### src/rtl/core/homogeneous_point_transform_macros.svh
// Assertion macros shared by the point transform RTL.
`ifndef HOMOGENEOUS_POINT_TRANSFORM_MACROS_SVH
`define HOMOGENEOUS_POINT_TRANSFORM_MACROS_SVH

// Check a condition in the same cycle as its trigger.
`define HPT_ASSERT_NOW(lbl, ante, cons) \
    lbl: assert property (@(posedge clk) disable iff (!rst_n) (ante) |-> (cons)) \
        else $error("point transform check failed");

// Check a condition in the cycle after its trigger.
`define HPT_ASSERT_NEXT(lbl, ante, cons) \
    lbl: assert property (@(posedge clk) disable iff (!rst_n) (ante) |=> (cons)) \
        else $error("point transform check failed");

`endif

### src/rtl/core/hpt_pkg.sv
// Shared types, constants and helpers of the point transform.
package hpt_pkg;

    localparam int DATA_W   = 32;
    localparam int FRAC_W   = 16;
    localparam int NUM_REGS = 8;
    localparam int REG_W    = 64;
    localparam int IDX_W    = 8;
    localparam int SUM_W    = 66;
    localparam int REM_W    = 66;
    localparam int QUO_W    = 32;
    localparam int NUM_CELLS = QUO_W;

    typedef logic [NUM_REGS-1:0][REG_W-1:0] hpt_mat_t;

    typedef struct packed {
        logic [REM_W-1:0] rem;
        logic [QUO_W-1:0] num_lo;
        logic [QUO_W-1:0] quo;
        logic             neg;
        logic             ovf;
    } hpt_lane_t;

    typedef struct packed {
        logic             valid;
        logic             wzero;
        logic [REM_W-1:0] dmag;
        hpt_lane_t [2:0]  lane;
    } hpt_item_t;

    // Pick one signed Q16.16 coefficient out of the register file.
    function automatic logic signed [DATA_W-1:0] hpt_coef(
        input hpt_mat_t m, input int r, input int c);
        logic [REG_W-1:0] word;
        word = m[r*2 + c/2];
        return (c % 2 == 1) ? $signed(word[31:0]) : $signed(word[63:32]);
    endfunction

endpackage

### src/rtl/core/hpt_cell.sv
// One restoring-division cell: one quotient bit for each of three lanes.
module hpt_cell
    import hpt_pkg::*;
(
    input  logic      clk,
    input  logic      rst_n,
    input  logic      advance,
    input  hpt_item_t d,
    output hpt_item_t q
);

    hpt_item_t q_reg;
    hpt_item_t q_next;

    // Shift in one numerator bit and subtract the divisor where it fits.
    always_comb
    begin
        logic [REM_W:0] part;
        logic [REM_W:0] trial;
        q_next = d;
        for (int r = 0; r < 3; r++)
        begin
            part  = {d.lane[r].rem, d.lane[r].num_lo[QUO_W-1]};
            trial = part - {1'b0, d.dmag};
            q_next.lane[r].num_lo = {d.lane[r].num_lo[QUO_W-2:0], 1'b0};
            if (!trial[REM_W])
            begin
                q_next.lane[r].rem = trial[REM_W-1:0];
                q_next.lane[r].quo = {d.lane[r].quo[QUO_W-2:0], 1'b1};
            end
            else
            begin
                q_next.lane[r].rem = part[REM_W-1:0];
                q_next.lane[r].quo = {d.lane[r].quo[QUO_W-2:0], 1'b0};
            end
        end
    end

    // Advance the item; clear it under reset.
    always_ff @(posedge clk or negedge rst_n)
    begin
        if (!rst_n)
            q_reg <= '0;
        else if (advance)
            q_reg <= q_next;
    end

    assign q = q_reg;

endmodule

### config.mk
export PLATFORM = sky130hd
export DESIGN_NAME = hpt_cell
export DESIGN_NICKNAME = d
export VERILOG_FILES = /design/src/rtl/core/homogeneous_point_transform_macros.svh /design/src/rtl/core/hpt_pkg.sv /design/src/rtl/core/hpt_cell.sv
export SDC_FILE = /design/constraint.sdc
export NUM_CORES = 1
export LEC_CHECK = 0
export BUFFER_PORTS_ARGS = -buffer_cell sky130_fd_sc_hd__buf_2
export CORE_AREA = 2 2 358 360
export DETAILED_ROUTE_END_ITERATION = 7
export DIE_AREA = 0 0 360 362
export PLACE_DENSITY = 0.45
export SYNTH_ARGS = -nofsm -noshare
export SYNTH_HDL_FRONTEND = slang
export SYNTH_SLANG_ARGS = --single-unit
### constraint.sdc
create_clock -name clk -period 1 [get_ports clk]
set_input_delay 0.05 -clock clk [delete_from_list [all_inputs] [get_ports clk]]
set_output_delay 0.05 -clock clk [all_outputs]
set_load 0.005 [all_outputs]
# Word-level counts from Yosys, hierarchy flattened
# Cells that the tools add are included.
totals:
  input_bits: 467
  reg_bits: 461
  output_inout_bits: 464
  elab_cells: 27
op_classes:
  muxes: 6
  addsub: 3
op_table:
  columns: ["cell", "n"]
  rows:
  - ["subtractor 67 x 66 -> 67 bit", 3]
  - ["two-way mux 66 bit", 3]
  - ["two-way mux 1 bit", 3]

# Logic depth before layout (Yosys ltp)
depth:
  depth_word: 2
  ltp_mapped: 16
  ltp_nobuf: 14

# Worst setup path before layout
# OpenSTA, ideal clock, no wires.
synth_path:
  kind: "input -> register"
  start: "input d[426] (netlist bit)"
  end: "register q_reg, in the netlist q[100]"
  path_buffers: 2
  setup_ns: 0.137
  arrival_time_ns: 3.294
  setup_slack_ns: -2.431
  cell_stages: 15
  t_required_ns: 0.863
  cell_sequence: "inv_1 ha_1 buf_4 nand4_2 or4_1 or4_1 a21oi_2 nor3_2 a21o_1 o31ai_4 mux2_4 nor2_2 buf_2 mux2i_1 a21oi_1"
synth_between:
  elab_chain_cells: 2
synth_lines:
  columns: ["item", "line_no", "text"]
  rows:
  - ["from (decl)", "hpt_cell.sv:8", "input hpt_item_t d,"]
  - ["subtractor 67 x 66 -> 67 bit", "hpt_cell.sv:24", "trial = part - {1'b0, d.dmag};"]
  - ["two-way mux 66 bit", "hpt_cell.sv:26", "if (!trial[REM_W])"]
  - ["to (signal assigned)", "hpt_cell.sv:45", "q_reg <= q_next;"]
  - ["to (decl)", "hpt_cell.sv:12", "hpt_item_t q_reg;"]
# No other way between the ends.
# A chain may end at the register's enable or synchronous reset.

# Worst setup path in the final report
layout_path:
  start: "input d[438] (netlist bit)"
  end: "register q_reg, in the netlist q[99]"
# The elaborated chain is that of the path after synthesis.

==> impl_metrics.yaml <==
routing:
  drtAntennaViolNets: 0
  vias: 35500
  post_drt_via_cell_ratio: 4.68
  dr.pass1.iters: 5
  wl_per_cell_um: 21.4
  drt-initial-drc-count: 2103
  wl_um: 162000
  drc_errors: 0
timing:
  rsz0062_at_grt: "true"
  max_freq_ghz: 0.337
  finalWorstSetupSlack_ns: -1.97
  fin_setup_tns_ns: -469.75
  slew_headroom: 0.552
  setup_viol: 667
  final-hold-violation-count: 11
  skew_ns: 0
  whs_ns: -0.288
  worst_pin_slew_ns: 0.672
  drv_slew: 0
  timing.final.crit_share: 2.97
  final.min_clock_period_ns: 2.97
die:
  die_h_um: 362
  start_util: 0.244
  fp.dieArea_mm2: 0.130
  ios: 931
  rows: 131
  core_mm2: 0.127
  chipWidth_um: 360
synth:
  synth_top_area_frac: 0.374
  synth_area_leaders: "dfrtp_1, mux2_2, ha_1, a21oi_1, mux2i_1"
  synth_area_leader_cell: "dfrtp_1"
  ys.flop_type: "dfrtp_1"
  yosysUniqueCellTypes: 79
  syn_area_per_cell_um2: 9.33
  syn-instance-count: 3308
  synth_area_mm2: 0.0309
  synth-edff-count: 0
  ys_ff_latch: 461
  ys_async_sr_fraction: 1.00
  ys_warn_count: 0
  synth_seq_area_share: 0.374
layout:
  syn_to_final_growth_pct: 85.1
  n_fill_cell: 12400
  largest_reg_flops: 461
  layoutNonFillerInstCount: 7573
  drive_gt1_frac: 0.489
  finalNetCount: 6507
  multi_input_area_mm2: 0.0202
  regArea_mm2: 0.0115
cts:
  cts_root_buffer: "clkbuf_16"
  clk_latency_ns: 0.68
  cts_tree: "built"
  htreeDepth: 2
  clk_pin_slew_ns: 0.06
  clockBufferDepth: 3
  cts.sinks: 461
  cts_buffers: 59
setup_path:
  end_kind: "flip-flop"
  startpoint: "d[438]"
  required_ns: 1.55
  worstSetupPathType: "primary input to flip-flop"
  reg2reg_depth: 3
  cp_max_fo: 11
  rr_startpoint: "q[53]"
  arrival_ns: 3.52
  startpoint_type: "primary input"
worst_hold_path:
  worstHoldPathCells: 3
  hp-class: "primary input to flip-flop"
  hp-start: "d[396]"
grt:
  grt_util_all_layers: 0.239
  overflow: 0
  first_global_vias: 36400
  grt_max_degree: 33
  grt_pass1_wl_um: 233000
  antenna_found_initial: 72
flow_run:
  cap_violations: 0
placement:
  io_buffer_count: 924
  post-place-cells: 6790
  dp_slack_ns: -2.89
  hpwlAfterDp_um: 128000
  gp_congestion: 0.930
pwr:
  vdd_drop_max_uv: 1340
  leakagePower_nw: 27.3
  power_density_mw_per_mm2: 1400
status:
  status: "finished with violations"
  failed_checks: "hold timing, setup timing"
through the flow:
step / instance area, um^2 / utilization / total power [mW]
global placement: 45900 / 0.363 / 50.1
finish: 57100 / 0.451 / 80.1
floorplan: 31700 / - / 35.2
CTS: 55600 / 0.439 / 79.2
detailed placement: 45900 / 0.363 / 50.2
global route: 57100 / 0.451 / 84.2
power breakdown:
part           internal, mW  leakage, nW  switching, mW
Sequential             21.4         5.30           1.77
Clock                  13.7         1.01           9.72
Combinational          18.0         21.0           15.6
Total                  53.0         27.3           27.1
worst paths after layout:
kind | slack (ns) | to
max reg2reg | -0.01 | q[53]
min in group asynchronous | 0.01 | q[393]
max | -1.97 | q[99]
min reg2reg | 0.50 | q[12]
min | -0.29 | q[396]
max in group asynchronous | 0.19 | q[250]
critical path, cell delays in order:
cell	delay [ns]
buf_8	0.08
clkinvlp_4	0.18
ha_4	0.36
and4_4	0.24
nand3_4	0.07
a311o_1	0.41
a21oi_2	0.18
buf_4	0.15
o41ai_4	0.08
a21o_4	0.24
o31ai_4	0.18
mux2_4	0.34
nor2_4	0.22
buf_12	0.21
buf_12	0.17
mux2i_1	0.21
a21oi_1	0.09
layout by cell type, fill, tap and decap left out, types with 16 or more instances in the layout:
master	synthesis	final
o211ai_1	16	16
dfrtp_1	461	453
o21a_1	27	27
nor3_1	36	28
a21oi_2	1	68
a31oi_1	24	18
buf_8	0	26
dlygate4sd3_1	0	462
xor2_1	83	80
nand3_1	34	25
buf_12	0	64
clkbuf_16	0	60
buf_2	17	815
diode_2	0	25
a21o_1	127	125
buf_4	12	1153
ha_1	198	158
nor2_1	323	309
o21ai_0	138	103
o21bai_1	40	38
a21oi_1	429	358
o21ai_1	1	19
xnor2_1	103	99
mux2_2	265	259
buf_6	0	128
inv_1	117	89
nand2_1	221	210
mux2i_1	167	141
ha_4	0	37
nand4_1	62	62
and2_1	17	16
logic make-up after synthesis:
kind of cell             after synthesis  synth area share
AO/OA/AOI/OAI                        939             0.187
AND/OR/NAND/NOR                      781             0.113
flip-flops                           461             0.374
multiplexers                         434             0.152
buffers and inverters                304            0.0392
adder cells (fa/ha/maj)              201            0.0822
XOR/XNOR                             187            0.0533
other                                  1          0.000122
synthesized netlist by cell type (24+ instances only):
| cell | count |
|---|---|
| o21bai_1 | 40 |
| xor2_1 | 83 |
| ha_1 | 198 |
| inv_1 | 117 |
| clkbuf_1 | 145 |
| mux2_2 | 265 |
| nand2_1 | 221 |
| dfrtp_1 | 461 |
| a21o_1 | 127 |
| o21a_1 | 27 |
| mux2i_1 | 167 |
| a21oi_1 | 429 |
| o21ai_0 | 138 |
| nand4_1 | 62 |
| xnor2_1 | 103 |
| nand3_1 | 34 |
| nor3_1 | 36 |
| a31oi_1 | 24 |
| nor2_1 | 323 |
routing by layer:
metal	global-route usage	up-vias	wire, um
li1	-	17000	-
met1	0.297	17000	67000
met2	0.401	1102	77200
met3	0.0576	298	11200
met4	0.0828	54	6110
met5	0	-	350
final cells by class:
class	count	share of cell area
timing repair buffer	2654	0.361
multi-input combinational	2545	0.354
sequential	461	0.202
tap	1662	0.0364
clock buffer	73	0.0278
inverter	118	0.00951
clock inverter	35	0.00841
antenna	25	0.00110
what timing repair did:
item / 4_1_cts / 5_1_grt
buffers inserted: 114 / 88
pin swaps: 109 / 94
setup endpoints to repair: 662 / 927
gates resized for setup: 470 / 169
hold buffers: 460 / 5
cloned: 8 / 1
endpoints found under the hold margin: 921 / 16
Power figures use the tool's default switching activity.
